--- config.mk ---
export PLATFORM = sky130hd
export DESIGN_NAME = imsu_nbr_addr
export DESIGN_NICKNAME = d
export VERILOG_FILES = /design/src/rtl/core/imsu_pkg.sv /design/src/rtl/core/imsu_nbr_addr.sv
export SDC_FILE = /design/constraint.sdc
export NUM_CORES = 1
export LEC_CHECK = 0
export BUFFER_PORTS_ARGS = -buffer_cell sky130_fd_sc_hd__buf_2
export CAP_MARGIN = 20
export CORE_ASPECT_RATIO = 2
export CORE_MARGIN = 8
export CORE_UTILIZATION = 45
export DETAILED_ROUTE_END_ITERATION = 10
export GPL_TIMING_DRIVEN = 0
export PLACE_DENSITY = 0.77
export SLEW_MARGIN = 5
export SYNTH_ARGS = -nofsm -noshare
export SYNTH_HDL_FRONTEND = slang
export SYNTH_SLANG_ARGS = --single-unit
--- constraint.sdc ---
create_clock -name vclk -period 3.05
set_input_delay 0.61 -clock vclk [all_inputs]
set_output_delay 0.61 -clock vclk [all_outputs]
set_load 0.02 [all_outputs]
--- src/rtl/core/imsu_pkg.sv ---
`timescale 1ns / 1ps
// ----------------------------------------------------------------------------
// imsu_pkg
// Shared types and constants of the Ising Metropolis site update block.
// ----------------------------------------------------------------------------
package imsu_pkg;

  localparam int THR_W     = 17;
  localparam int CFG_W     = 51;
  localparam int CFG_IDX_W = 3;
  localparam int NUP_W     = 3;

  localparam logic [THR_W-1:0] THR_ALWAYS  = 17'h10000;
  localparam logic [CFG_W-1:0] WORD_ALWAYS = {3{THR_ALWAYS}};

  typedef enum logic [CFG_IDX_W-1:0] {
    CFG_ROWS   = 3'd0,
    CFG_COLS   = 3'd1,
    CFG_WORD_A = 3'd2,
    CFG_WORD_B = 3'd3,
    CFG_WORD_C = 3'd4,
    CFG_WORD_D = 3'd5
  } cfg_idx_t;

  // Which site of the five-point stencil is addressed.
  typedef enum logic [2:0] {
    STEP_CENTER = 3'd0,
    STEP_RP     = 3'd1,
    STEP_RM     = 3'd2,
    STEP_CP     = 3'd3,
    STEP_CM     = 3'd4
  } step_t;

  typedef enum logic [4:0] {
    S_CLEAR = 5'b00001,
    S_IDLE  = 5'b00010,
    S_READ  = 5'b00100,
    S_LAST  = 5'b01000,
    S_WRITE = 5'b10000
  } state_t;

endpackage

--- src/rtl/core/imsu_nbr_addr.sv ---
`timescale 1ns / 1ps
// ----------------------------------------------------------------------------
// imsu_nbr_addr
// Address unit: forms the store address of the site or one of its four
// neighbours, wrapping rows and columns at the grid size in use.
// ----------------------------------------------------------------------------
module imsu_nbr_addr #(
  parameter int MAX_ROWS = 64,
  parameter int MAX_COLS = 64
) (
  input  logic [$clog2(MAX_ROWS)-1:0]         row,
  input  logic [$clog2(MAX_COLS)-1:0]         col,
  input  imsu_pkg::step_t                     step,
  input  logic [$clog2(MAX_ROWS+1)-1:0]       n_rows,
  input  logic [$clog2(MAX_COLS+1)-1:0]       n_cols,
  output logic [$clog2(MAX_ROWS*MAX_COLS)-1:0] addr
);

  localparam int ROW_W  = $clog2(MAX_ROWS);
  localparam int COL_W  = $clog2(MAX_COLS);
  localparam int RCFG_W = $clog2(MAX_ROWS+1);
  localparam int CCFG_W = $clog2(MAX_COLS+1);
  localparam int ADDR_W = $clog2(MAX_ROWS*MAX_COLS);

  logic [RCFG_W-1:0] row_inc;
  logic [CCFG_W-1:0] col_inc;
  logic [ROW_W-1:0]  row_p, row_m, row_sel;
  logic [COL_W-1:0]  col_p, col_m, col_sel;

  always_comb begin
    row_inc = RCFG_W'(row) + RCFG_W'(1);
    col_inc = CCFG_W'(col) + CCFG_W'(1);
    row_p   = (row_inc >= n_rows) ? '0 : row_inc[ROW_W-1:0];
    col_p   = (col_inc >= n_cols) ? '0 : col_inc[COL_W-1:0];
    row_m   = (row == '0) ? ROW_W'(n_rows - RCFG_W'(1)) : row - ROW_W'(1);
    col_m   = (col == '0) ? COL_W'(n_cols - CCFG_W'(1)) : col - COL_W'(1);

    row_sel = row;
    col_sel = col;
    case (step)
      imsu_pkg::STEP_RP: row_sel = row_p;
      imsu_pkg::STEP_RM: row_sel = row_m;
      imsu_pkg::STEP_CP: col_sel = col_p;
      imsu_pkg::STEP_CM: col_sel = col_m;
      default: ;
    endcase

    addr = ADDR_W'(ADDR_W'(row_sel) * ADDR_W'(MAX_COLS)) + ADDR_W'(col_sel);
  end

endmodule

After elaboration in Yosys (flattened, before gate mapping). Index checks and enable logic that the tools add are counted.

Add/subtract/negate cells: 7. Order comparisons: 2. Equal/unequal tests: 4. Multiplexer cells: 6. Reduce and logical (&&, ||, !) cells: 2.

Operators with widths (count): two-way mux 6 bit (4); case mux 6 bit (2 select lines) (2); subtractor 6 x 1 -> 6 bit, second input constant (4); adder 6 x 1 -> 7 bit, second input constant (2); >= comparator 7 bit (2); adder 12 x 6 -> 12 bit (1); logical NOT 6 bit (2); == test 3 x 2 -> 1 bit, second input constant (2); == test 3 x 1 -> 1 bit, second input constant (1); == test 3 bit, second input constant (1).

Bits in registers: 0. Input port bits: 29. Output and inout port bits: 12. Word-level logic and storage cells: 21.

Logic depth before layout (Yosys ltp).
Depth after elaboration: 5. Gate-level depth with buffers: 12. Depth with buffers taken out: 12.

Least setup slack after synthesis. OpenSTA, ideal clock, no wires.

Path kind: input to output. Start: input row[2]. End: output addr[8]. Arrival time: 2.434 ns. Data required time: 2.440 ns. Path slack: 0.006 ns. Stages on the path: 9. Path buffers: 1. Path through: clkbuf_1 > nand3_1 > nor3_1 > xnor2_1 > ha_1 > o2111ai_1 > o211ai_1 > o21bai_1 > a211o_1.

Cells in the longest elaborated chain, start to end: 5. Elaborated cells between the ends (all ways): 8. Those cells by class: 3 x add/sub; 1 x order compare; 3 x mux; 1 x reduce/logical.

Ends and longest elaborated chain: from (decl) (RTL line imsu_nbr_addr.sv:11) `input logic [$clog2(MAX_ROWS)-1:0] row,`; adder 6 x 1 -> 7 bit (RTL line imsu_nbr_addr.sv:31) `row_inc = RCFG_W'(row) + RCFG_W'(1);`; >= comparator 7 bit (RTL line imsu_nbr_addr.sv:33) `row_p = (row_inc >= n_rows) ? '0 : row_inc[ROW_W-1:0];`; two-way mux 6 bit (RTL line imsu_nbr_addr.sv:33); case mux 6 bit (2 select lines) * (RTL line imsu_nbr_addr.sv:40) `case (step)`; adder 12 x 6 -> 12 bit * (RTL line imsu_nbr_addr.sv:48) `addr = ADDR_W'(ADDR_W'(row_sel) * ADDR_W'(MAX_COLS)) + ADDR_W'(col_sel);`; to (decl) (RTL line imsu_nbr_addr.sv:16) `output logic [$clog2(MAX_ROWS*MAX_COLS)-1:0] addr`.

Mark *: on every way between the ends. The rest lies on a longest branch, timed or not.

Final worst setup path.
Start: input col[1]. End: output addr[4].

Cells in the longest elaborated chain, start to end: 5. Elaborated cells between the ends (all ways): 8. Those cells by class: 3 x add/sub; 1 x order compare; 3 x mux; 1 x reduce/logical.

Ends and longest elaborated chain: from (decl) (RTL line imsu_nbr_addr.sv:12) `input logic [$clog2(MAX_COLS)-1:0] col,`; adder 6 x 1 -> 7 bit (RTL line imsu_nbr_addr.sv:32) `col_inc = CCFG_W'(col) + CCFG_W'(1);`; >= comparator 7 bit (RTL line imsu_nbr_addr.sv:34) `col_p = (col_inc >= n_cols) ? '0 : col_inc[COL_W-1:0];`; two-way mux 6 bit (RTL line imsu_nbr_addr.sv:34); case mux 6 bit (2 select lines) * (RTL line imsu_nbr_addr.sv:40); adder 12 x 6 -> 12 bit * (RTL line imsu_nbr_addr.sv:48).

Marks and branches as above.

==> summary.txt <==
status - complete, but fails checks
violated checks - negative setup slack
VDD IR max - 0.00008927 V
Worst slew margin - 0.7013
PD cells - 154.8 nW/um^2
synthesized area per cell - 7.000 um^2
sequential cell area - 0 um^2
Final Hold Vio Count - 0
Worst Hold Class - primary input to output pin
Iteration-0 DRC Markers - 54
CP bufs+invs - 3
initial antenna violation count - 0
Seq cells - 0
Cell Area, Synth - 1260 um^2
largest net degree at the start of global routing - 10
grt ovf - 0
Fillers - 165
hold_buf cts - 0
All-Layer GR Usage - 0.1978
TritonRoute pass-1 iters - 4
IO Pins - 41
routed length per instance - 19.07 um
Final WS setup - -0.1626 ns
CP Launch Type - primary input
Worst Setup End Kind - output pin
Core Box Area - 2703 um^2
sequential fraction of the synthesis area - 0
vias - 1661
Distinct cells, synth - 40
PortBufs - 36
biggest cell delay along the critical path - 0.29 ns
Max stage delay cell, worst path - a221o_1
starting density of the core - 0.4662
layout cells sized above 1 - 0.4795
# setup viols final - 12
crit-path leading delay family - compound AO/OA/AOI/OAI gates
worst hold margin - 1.603 ns
Nets - 295
DP HPWL - 3.438 mm
gpl congestion - 0.9102
area of the multi-input gates - 1384 um^2
Req. time, crit path - 2.44 ns
fin crit share - 1.053
FP Rows - 27
DRC Markers - 0
max-cap violation count - 0
critical path, cell by cell - buf_8, inv_1, ha_2, nor3b_4, nand2_2, mux2i_1, ha_2, nand2b_1, a21oi_2, a21o_1, a21oi_1, a221o_1, buf_6
DRT antenna net count - 0
number of global-route vias before repair - 1760
Final Util - 0.7815
fin. max-slew vios - 0
drt via density - 6.084
CLK BUF - 0
RSZ-0062 raised after global routing - true
area growth from synthesis to layout - 67.63%
die width - 53.42 um
synthesized instance count - 180
warning count from the yosys run - 0
minimum clock period - 3.213 ns
Max FO, Critical Path - 4
WL final - 5.207 mm
worst slew pin tran - 0.4465 ns
die area - 4852 um^2
CP arrival - 2.60 ns
Die Y - 90.83 um
fmax - 311.3 MHz
Inserted Diodes - 0
first-pass GRT wire length - 7.783 mm
leakage power - 1.023 nW
Net Count, Synth - 229
CP most frequent cell - ha_2
Crit Path Class - primary input to output pin
-- where the power goes --
group	internal [mW]	switching (mW)
clock network	0	0
logic	0.158	0.169
registers	0	0
total	0.158	0.169
-- routing by layer --
metal	wire, um	part of all wire	up-vias	track usage
met3	198	0.038	22	0.01650
li1	-	-	784	-
met1	1785	0.34	783	0.1749
met5	0	0	-	0
met2	2986	0.57	72	0.4055
met4	236	0.045	0	0.06780
-- worst min-delay path, delay by kind of cell --
family	cells	cell delay, ns
buffers and inverters	2	0.23
and+or+nand+nor	2	0.16
-- cell families (layout without fill, tap and decap cells) --
logic type / after synthesis / in the layout / synth area share
AND/OR/NAND/NOR: 64 / 64 / 0.2870
AO/OA/AOI/OAI: 46 / 46 / 0.2592
buffers and inverters: 30 / 94 / 0.1082
adder cells (fa/ha/maj): 20 / 20 / 0.1986
XOR/XNOR: 13 / 13 / 0.09037
multiplexers: 7 / 7 / 0.05661
-- cell usage after synthesis (all sizes together), types with 5 or more instances --
master | n | area (um^2)
inv | 25 | 93.84
ha | 20 | 250.2
nor2 | 15 | 56.30
nand2 | 13 | 48.80
nand3 | 9 | 45.04
xnor2 | 9 | 78.83
a21oi | 7 | 35.03
a31oi | 7 | 43.79
nand2b | 7 | 43.79
nor3 | 7 | 35.03
o21ai | 7 | 35.03
mux2i | 6 | 60.06
a21o | 5 | 37.54
nor3b | 5 | 47.54
-- what timing repair did --
action | 4_1_cts | 5_1_grt
gates resized for setup | 69 | 29
setup buffers | 19 | 9
endpoints found under the hold margin | 0 | 0
pin swaps | 25 | 16
setup endpoints to repair | 12 | 12
-- metrics by stage --
stage	instance area, um^2	setup TNS, ns	power (mW)	setup WS (ns)	cells
2_1_floorplan	1260	0	0.1418	0.006277	180
3_3_place_gp	1476	-3.262	0.2136	-0.4845	245
3_5_place_dp	1476	-3.439	0.2176	-0.4757	245
4_1_cts	1901	-0.7493	0.2809	-0.1071	264
5_1_grt	2112	-1.970	0.3486	-0.2383	273
6_report	2112	-1.221	0.3268	-0.1626	273
-- final cells by class --
cell class	count	share of cell area
multi-input cells	150	0.6552
repair buffers	64	0.2387
inverters	25	0.05391
plain buffers	5	0.03495
well taps	29	0.01718
-- placed cells by master, fill, tap and decap left out, types with 3 or more instances in the layout --
master    instances
buf_12            3
mux2i_1           4
buf_4            34
nand2_2           3
xor2_1            3
a211o_1           3
ha_4              4
buf_6            10
a31oi_1           6
ha_2              3
o211ai_1          3
ha_1             13
nor2_1           12
a221o_1           4
nand2b_1          5
xnor2_2           6
xnor2_1           3
nor3_1            6
a21o_1            5
nand2_1          10
o21ai_1           5
buf_2            19
inv_1            21
a21oi_1           5
nand3_4           3
nand3_1           4
nor3b_1           3
-- worst paths after layout --
check   start      end  cells after the start
min    row[3]  addr[9]                      4
max    col[1]  addr[4]                     13
(Power assumes the default switching activity.)
